`config.mk`:
```
export PLATFORM = sky130hd
export DESIGN_NAME = four_channel_pwm_with_duty_scaling_top
export DESIGN_NICKNAME = d
export VERILOG_FILES = /design/src/rtl/fcpwm_pkg.sv /design/src/rtl/four_channel_pwm_with_duty_scaling_top.sv
export SDC_FILE = /design/constraint.sdc
export NUM_CORES = 2
export LEC_CHECK = 0
export BUFFER_PORTS_ARGS = -buffer_cell sky130_fd_sc_hd__buf_4
export CAP_MARGIN = 20
export CORE_AREA = 2 2 218 220
export CTS_CLUSTER_DIAMETER = 40
export DETAILED_ROUTE_END_ITERATION = 16
export DIE_AREA = 0 0 220 222
export GPL_TIMING_DRIVEN = 0
export PLACE_DENSITY = 0.82
export SLEW_MARGIN = 40
export SYNTH_ARGS = -nofsm -noshare
export SYNTH_HDL_FRONTEND = slang
export SYNTH_SLANG_ARGS = --single-unit
```
`constraint.sdc`:
```
create_clock -name clock -period 9.7 [get_ports clock]
set_clock_uncertainty 0.1 [all_clocks]
set_input_delay 0.97 -clock clock [delete_from_list [all_inputs] [get_ports clock]]
set_output_delay 0.97 -clock clock [all_outputs]
set_load 0.02 [all_outputs]
```
`src/rtl/fcpwm_pkg.sv`:
```
// ----------------------------------------------------------------------------
// fcpwm_pkg
// Shared types and constants of the four-channel PWM timer with duty scaling.
// ----------------------------------------------------------------------------
package fcpwm_pkg;

   // Field widths.
   localparam int CNT_W     = 16;
   localparam int CHAN_W    = 8;
   localparam int DUTY_IN_W = 16;
   localparam int CMP_W     = 17;
   localparam int OUT_CH    = 4;

   // Full-scale duty, in thousandths.
   localparam int MAX_DUTY = 1000;
   localparam int DUTY_W   = $clog2(MAX_DUTY + 1);

   // The product (period + 1) * duty is below 2^PROD_W.
   localparam int PROD_W = CMP_W + DUTY_W;

   // Exact floor division by MAX_DUTY for any value below 2^PROD_W.
   // The value is multiplied by ceil(2^(PROD_W + L) / MAX_DUTY), where
   // 2^L >= MAX_DUTY, and then shifted right by PROD_W + L.
   localparam int DIV_L     = $clog2(MAX_DUTY);
   localparam int DIV_SHIFT = PROD_W + DIV_L;
   localparam int RECIP_W   = PROD_W + 1;
   localparam int MULQ_W    = PROD_W + RECIP_W;
   localparam logic [63:0] RECIP_FULL =
      ((64'd1 << DIV_SHIFT) + 64'(MAX_DUTY) - 64'd1) / 64'(MAX_DUTY);
   localparam logic [RECIP_W-1:0] RECIP = RECIP_FULL[RECIP_W-1:0];

   // Reset value of the period register.
   localparam logic [CNT_W-1:0] PERIOD_RESET = 16'd3599;

   // Operation codes of an input word.
   typedef enum logic {
      FUNC_TICK = 1'b0,
      FUNC_DUTY = 1'b1
   } func_type;

endpackage

```
`src/rtl/four_channel_pwm_with_duty_scaling_top.sv`:
```
// ----------------------------------------------------------------------------
// four_channel_pwm_with_duty_scaling_top
// Four-channel edge-aligned PWM timer with a shared up-counter, preloaded
// compares and duty-to-compare scaling.
// ----------------------------------------------------------------------------
// The block takes one word per clock while the result side is not stalled,
// and returns one result word per input word. An accepted word passes from
// the input register through the product register into the result register.
// The path is a three-register pipeline: an input register, a register that
// holds the product (period + 1) * clamped duty, and the result register.
// Division by the full-scale duty, the preload write, the counter step, the
// update event and the output compare all happen between the product
// register and the result register, so a duty write is always in the preload
// before any later tick can copy it. Each stage moves forward when the stage
// after it is empty or moves too, so bubbles close up while a result waits.
// The user must write the period register through the csr port only while
// the block is idle (not enforced). A new period applies to the next tick.
// ----------------------------------------------------------------------------
module four_channel_pwm_with_duty_scaling_top
   import fcpwm_pkg::*;
#(
   parameter int NUM_CHANNELS = 4
) (
   input  logic                 clock,
   input  logic                 reset,

   input  logic                 csr_valid,
   output logic                 csr_ready,
   input  logic [CNT_W-1:0]     csr_wdata,

   input  logic                 req_valid,
   output logic                 req_ready,
   input  logic                 req_func,
   input  logic [CHAN_W-1:0]    req_channel,
   input  logic [DUTY_IN_W-1:0] req_duty,

   output logic                 rsp_valid,
   input  logic                 rsp_ready,
   output logic                 rsp_pwm_out1,
   output logic                 rsp_pwm_out2,
   output logic                 rsp_pwm_out3,
   output logic                 rsp_pwm_out4,
   output logic [CNT_W-1:0]     rsp_counter_value
);

   // Timer state.
   logic [CNT_W-1:0]                     period_ff, period_in;
   logic [CNT_W-1:0]                     counter_ff, counter_in;
   logic [NUM_CHANNELS-1:0][CMP_W-1:0]   preload_ff, preload_in;
   logic [NUM_CHANNELS-1:0][CMP_W-1:0]   active_ff, active_in;

   // Stage 1: input register.
   logic                                 s1_valid_ff, s1_valid_in;
   func_type                             s1_func_ff, s1_func_in;
   logic [CHAN_W-1:0]                    s1_channel_ff, s1_channel_in;
   logic [DUTY_IN_W-1:0]                 s1_duty_ff, s1_duty_in;

   // Stage 2: product register.
   logic                                 s2_valid_ff, s2_valid_in;
   func_type                             s2_func_ff, s2_func_in;
   logic [NUM_CHANNELS-1:0]              s2_wmask_ff, s2_wmask_in;
   logic [PROD_W-1:0]                    s2_prod_ff, s2_prod_in;

   // Result register.
   logic                                 rsp_valid_ff, rsp_valid_in;
   logic [OUT_CH-1:0]                    pwm_ff, pwm_in;
   logic [CNT_W-1:0]                     cnt_out_ff, cnt_out_in;

   // Handshake and datapath nets.
   logic                                 out_ready;
   logic                                 s2_ready;
   logic                                 s1_ready;
   logic                                 s2_adv;
   logic                                 tick_fire;
   logic                                 update_fire;
   logic [CMP_W-1:0]                     period_plus_one;
   logic [DUTY_W-1:0]                    duty_clamped;
   logic [MULQ_W-1:0]                    quot_full;
   logic [CMP_W-1:0]                     scaled;
   logic [CNT_W-1:0]                     cnt_next;
   logic [NUM_CHANNELS-1:0][CMP_W-1:0]   active_next;

   // Pipeline flow control: a stage loads when it is empty or drains.
   assign out_ready = !rsp_valid_ff || rsp_ready;
   assign s2_ready  = !s2_valid_ff || out_ready;
   assign s1_ready  = !s1_valid_ff || s2_ready;
   assign s2_adv    = s2_valid_ff && out_ready;
   assign req_ready = s1_ready;
   assign csr_ready = 1'b1;

   // Period register write.
   always_comb begin
      period_in = period_ff;
      if (csr_valid && csr_ready) begin
         period_in = csr_wdata;
      end
   end

   // Stage 1 load.
   always_comb begin
      s1_valid_in   = s1_valid_ff;
      s1_func_in    = s1_func_ff;
      s1_channel_in = s1_channel_ff;
      s1_duty_in    = s1_duty_ff;
      if (s1_ready) begin
         s1_valid_in   = req_valid;
         s1_func_in    = func_type'(req_func);
         s1_channel_in = req_channel;
         s1_duty_in    = req_duty;
      end
   end

   // Stage 1 work: clamp the duty, form the product and decode the channel.
   assign period_plus_one = {1'b0, period_ff} + CMP_W'(1);
   assign duty_clamped    = (s1_duty_ff > DUTY_IN_W'(MAX_DUTY)) ?
                            DUTY_W'(MAX_DUTY) : s1_duty_ff[DUTY_W-1:0];

   always_comb begin
      s2_valid_in = s2_valid_ff;
      s2_func_in  = s2_func_ff;
      s2_wmask_in = s2_wmask_ff;
      s2_prod_in  = s2_prod_ff;
      if (s2_ready) begin
         s2_valid_in = s1_valid_ff;
         s2_func_in  = s1_func_ff;
         s2_prod_in  = PROD_W'(period_plus_one) * PROD_W'(duty_clamped);
         for (int i = 0; i < NUM_CHANNELS; i++) begin
            s2_wmask_in[i] = (s1_func_ff == FUNC_DUTY) &&
                             (s1_channel_ff == CHAN_W'(i + 1));
         end
      end
   end

   // Stage 2 work: divide by the full scale through the reciprocal.
   assign quot_full = MULQ_W'(s2_prod_ff) * MULQ_W'(RECIP);
   assign scaled    = quot_full[DIV_SHIFT +: CMP_W];

   // Counter step and update event, taken when the word leaves stage 2.
   assign tick_fire   = s2_adv && (s2_func_ff == FUNC_TICK);
   assign update_fire = tick_fire && (counter_ff >= period_ff);

   always_comb begin
      cnt_next = counter_ff;
      if (update_fire) begin
         cnt_next = '0;
      end else if (tick_fire) begin
         cnt_next = counter_ff + CNT_W'(1);
      end
   end

   assign active_next = update_fire ? preload_ff : active_ff;
   assign counter_in  = cnt_next;
   assign active_in   = active_next;

   // Preload write for the addressed channel.
   always_comb begin
      preload_in = preload_ff;
      for (int i = 0; i < NUM_CHANNELS; i++) begin
         if (s2_adv && s2_wmask_ff[i]) begin
            preload_in[i] = scaled;
         end
      end
   end

   // Output levels: high while the counter is below the active compare.
   for (genvar k = 0; k < OUT_CH; k++) begin : g_out
      if (k < NUM_CHANNELS) begin : g_used
         assign pwm_in[k] = s2_adv ? ({1'b0, cnt_next} < active_next[k]) :
                                     pwm_ff[k];
      end else begin : g_unused
         assign pwm_in[k] = 1'b0;
      end
   end

   // Result register load.
   always_comb begin
      rsp_valid_in = rsp_valid_ff;
      cnt_out_in   = cnt_out_ff;
      if (out_ready) begin
         rsp_valid_in = s2_valid_ff;
         cnt_out_in   = cnt_next;
      end
   end

   // Control state and timer state.
   always_ff @(posedge clock) begin
      if (reset) begin
         s1_valid_ff  <= 1'b0;
         s2_valid_ff  <= 1'b0;
         rsp_valid_ff <= 1'b0;
         period_ff    <= PERIOD_RESET;
         counter_ff   <= '0;
         preload_ff   <= '0;
         active_ff    <= '0;
      end else begin
         s1_valid_ff  <= s1_valid_in;
         s2_valid_ff  <= s2_valid_in;
         rsp_valid_ff <= rsp_valid_in;
         period_ff    <= period_in;
         counter_ff   <= counter_in;
         preload_ff   <= preload_in;
         active_ff    <= active_in;
      end
   end

   // Payload registers.
   always_ff @(posedge clock) begin
      s1_func_ff    <= s1_func_in;
      s1_channel_ff <= s1_channel_in;
      s1_duty_ff    <= s1_duty_in;
      s2_func_ff    <= s2_func_in;
      s2_wmask_ff   <= s2_wmask_in;
      s2_prod_ff    <= s2_prod_in;
      pwm_ff        <= pwm_in;
      cnt_out_ff    <= cnt_out_in;
   end

   assign rsp_valid         = rsp_valid_ff;
   assign rsp_pwm_out1      = pwm_ff[0];
   assign rsp_pwm_out2      = pwm_ff[1];
   assign rsp_pwm_out3      = pwm_ff[2];
   assign rsp_pwm_out4      = pwm_ff[3];
   assign rsp_counter_value = cnt_out_ff;

   // A held result always shows the counter that the timer currently has.
   a_rsp_matches_counter: assert property (@(posedge clock) disable iff (reset)
      rsp_valid_ff |-> (cnt_out_ff == counter_ff))
      else $error("result counter differs from timer counter");

   // An update event always restarts the counter.
   a_update_wraps: assert property (@(posedge clock) disable iff (reset)
      update_fire |=> (counter_ff == '0))
      else $error("counter did not wrap on update event");

   // Active compares change only on an update event.
   a_active_hold: assert property (@(posedge clock) disable iff (reset)
      !update_fire |=> $stable(active_ff))
      else $error("active compare changed without update event");

   // Preloads change only when a duty write leaves the pipeline.
   a_preload_hold: assert property (@(posedge clock) disable iff (reset)
      !(s2_adv && (s2_func_ff == FUNC_DUTY)) |=> $stable(preload_ff))
      else $error("preload changed without a duty write");

   // An empty pipeline always takes input.
   a_empty_ready: assert property (@(posedge clock) disable iff (reset)
      (!s1_valid_ff && !s2_valid_ff) |-> req_ready)
      else $error("empty pipeline refused input");

endmodule
```
==> run_results.csv <==
group,metric,value,unit
global_routing,grt_overflow,0,
cells_and_area,multiInputGateArea,18700,um^2
cells_and_area,syn_to_final_growth,8.26,%
floorplanning,initial_core_util,0.577,
cts,cts-buffers-inserted,28,
sta,finalHoldViolCount,0,
cts,cts.hold.buffers_added,0,
placement,dpl.cell_count,3436,
critical_path,worstPathArrival,7980,ps
cells_and_area,n_antenna_cell,0,
cts,cts-resized-gates,0,
hold_path,min_path_type,"flop to flop",
critical_path,slowest_delay,540,ps
cts,cts-root-to-sink-buffers,3,
route,drc,0,
synthesis,postSynthAreaPerCell,9.66,um^2
route,wl,68.8,mm
synthesis,synth_ff_type,"dfxtp_1",
floorplanning,die-area,48800,um^2
synthesis,ys_seq_elements,248,
placement,gp_congestion,1.00,
global_routing,track_usage,0.288,
sta,worst_slew_pin_slew,873,ps
floorplanning,ios,69,
global_routing,grt_pass1_wl,110,mm
placement,portBuffers,65,
cts,worstSkewPairLatency,570,ps
cells_and_area,layout_commonest_cell,"inv_1",
floorplanning,die_h,222,um
floorplanning,core,46300,um^2
cells_and_area,fill_cells,3737,
synthesis,netlist_instances,2764,
synthesis,ys_top_cells_by_area,"fa_1 (26%), ha_1 (20%), dfxtp_1 (13%)",
cts,cts.sinks,248,
floorplanning,fp-row-count,79,
route,wire_per_inst,19.7,um
route,dr_total_vias,19971,
sta,maxClockFrequency,0.128,GHz
route,drtIter0Drc,1584,
critical_path,cp-end-kind,"flop",
critical_path,path_class,"flop to flop",
synthesis,synthArstFlopShare,0,
hold_path,min_from,"s1_func_ff",
synthesis,synth_area_leader_cell,"fa_1",
synthesis,yosys_warnings,0,
critical_path,cp.required,9890,ps
global_routing,grt_max_degree,33,
cts,post_cts_buffers,0,
synthesis,synth_cell_type_count,74,
cts,cts_tree,"yes",
cells_and_area,fin_nets,3675,
cts,cts-root-buf,"clkbuf_16",
global_routing,grt_pass1_vias,21288,
critical_path,r2r-start,"s1_duty_ff[0]",
critical_path,crit_start,"s1_duty_ff[0]",
critical_path,critPathMaxFanout,10,
sta,finalSetupTns,0,ps
synthesis,synthesis.area,26700,um^2
synthesis,synth_edf_count,77,
cts,clk_pin_slew,60,ps
run,drv_cap,0,
synthesis,synth_top_area_share,0.257,
critical_path,crit_slowest_cell,"fa_1",
sta,fin_crit,7790,ps
sta,slew_headroom,0.414,
cts,htreeDepth,1,
cells_and_area,drive_gt1_frac,0.0635,
global_routing,antenna_found_initial,1,
sta,setup_viol,0,
sta,finalMaxSlewViolations,0,
route,drt-pass1-iter-count,6,
critical_path,critPathLaunchType,"flop",
floorplanning,die_w,220,um
placement,dp_hpwl,56.1,mm
cells_and_area,mostFrequentLayoutCells,"inv_1 (543), ha_1 (427), fa_1 (343)",
synthesis,ys_seq_area_frac,0.215,
cells_and_area,finalNonFillerCells,3488,
sta,period_share,0.803,
cells_and_area,ff_latch_area,5740,um^2
route,ant_nets,0,
route,vias_per_cell,5.73,
outcome,status,"complete, no violations",
synthesis,synthesis.nets,3580,
sta,rsz0062_at_grt,"false",
==> final timing paths <==
path,endpoint,slack [ps],depth (start not counted)
hold reg to reg,s2_func_ff,350,0
setup / recovery,s2_prod_ff[19],1910,28
setup reg to reg,s2_prod_ff[19],1910,28
hold / removal,s2_func_ff,350,0
==> cells in the mapped netlist (5+ instances only) <==
cell      instances
ha_1            427
and2_1           32
nor2_1          205
dfxtp_1         171
nand2b_1         12
xnor2_1          47
nor3_1           21
o21ai_2           7
mux2i_1          76
or2_2             7
nor2b_1          20
clkbuf_1         43
inv_1           543
xnor2_2           5
a21oi_1         136
nand2_1         245
and3_1           13
a211oi_1          6
nand4_1          26
nand3_1          71
fa_1            343
a221oi_1          7
or3_1             9
o21ai_1           7
a21o_1           38
o211ai_1         14
xor2_1           14
o21ai_0          54
buf_2            13
edfxtp_1         77
==> registers in the layout, summed over array words and instances (netlist names) <==
signal / cells
s2_wmask_ff: 4
period_ff: 16
s2_func_ff: 1
counter_ff: 16
pwm_ff: 4
s2_prod_ff: 27
s1_duty_ff: 16
active_ff: 68
s1_valid_ff: 1
s1_func_ff: 1
s2_valid_ff: 1
rsp_counter_value: 16
preload_ff: 68
rsp_valid: 1
s1_channel_ff: 8
==> worst max-delay path: cells and delay by family, from the launching register on <==
kind | cells | cell delay [ps]
flops | 1 | 490
fa+ha+maj | 6 | 2880
compound gates | 7 | 1160
simple gates | 7 | 1850
buf+inv | 7 | 970
xor+xnor | 1 | 80
==> cells by family after synthesis <==
logic type,count (synthesis),synth area share
buf+inv,604,0.0858
xor+xnor,66,0.0231
simple gates,684,0.117
other cells,1,0.000140
mux,78,0.0293
flops,248,0.215
fa+ha+maj,770,0.457
compound gates,313,0.0730
==> per-layer routing <==
layer,global-route usage,up-vias,wire (um),part of all wire
met1,0.376,9767,27800,0.40
met5,0,-,12,0.00017
met4,0.113,2,3020,0.044
met2,0.487,856,32600,0.47
li1,-,9135,-,-
met3,0.0365,211,5350,0.078
==> final cells by class <==
type | instances | area share
multi-input cells | 1912 | 0.648
repair buffers | 65 | 0.0169
plain buffers | 61 | 0.00874
clock inverters | 20 | 0.00545
flip-flops and latches | 248 | 0.198
well taps | 607 | 0.0263
inverters | 543 | 0.0705
clock buffers | 32 | 0.0255
==> metrics by stage <==
| stage | util | area [um^2] | setup WS (ps) | hold slack, ps |
|---|---|---|---|---|
| 2_1_floorplan | - | 26700 | 2970 | 327 |
| 3_5_place_dp | 0.605 | 28000 | 2020 | 341 |
| 4_1_cts | 0.625 | 28900 | 1990 | 355 |
| 5_1_grt | 0.625 | 28900 | 1430 | 381 |
| 6_report | 0.625 | 28900 | 1910 | 351 |
| 3_3_place_gp | 0.604 | 27900 | 2110 | 335 |
Power is left out: the tool's default activity adds up to more than one toggle a clock period on the data nets, which glitch-free logic cannot reach.
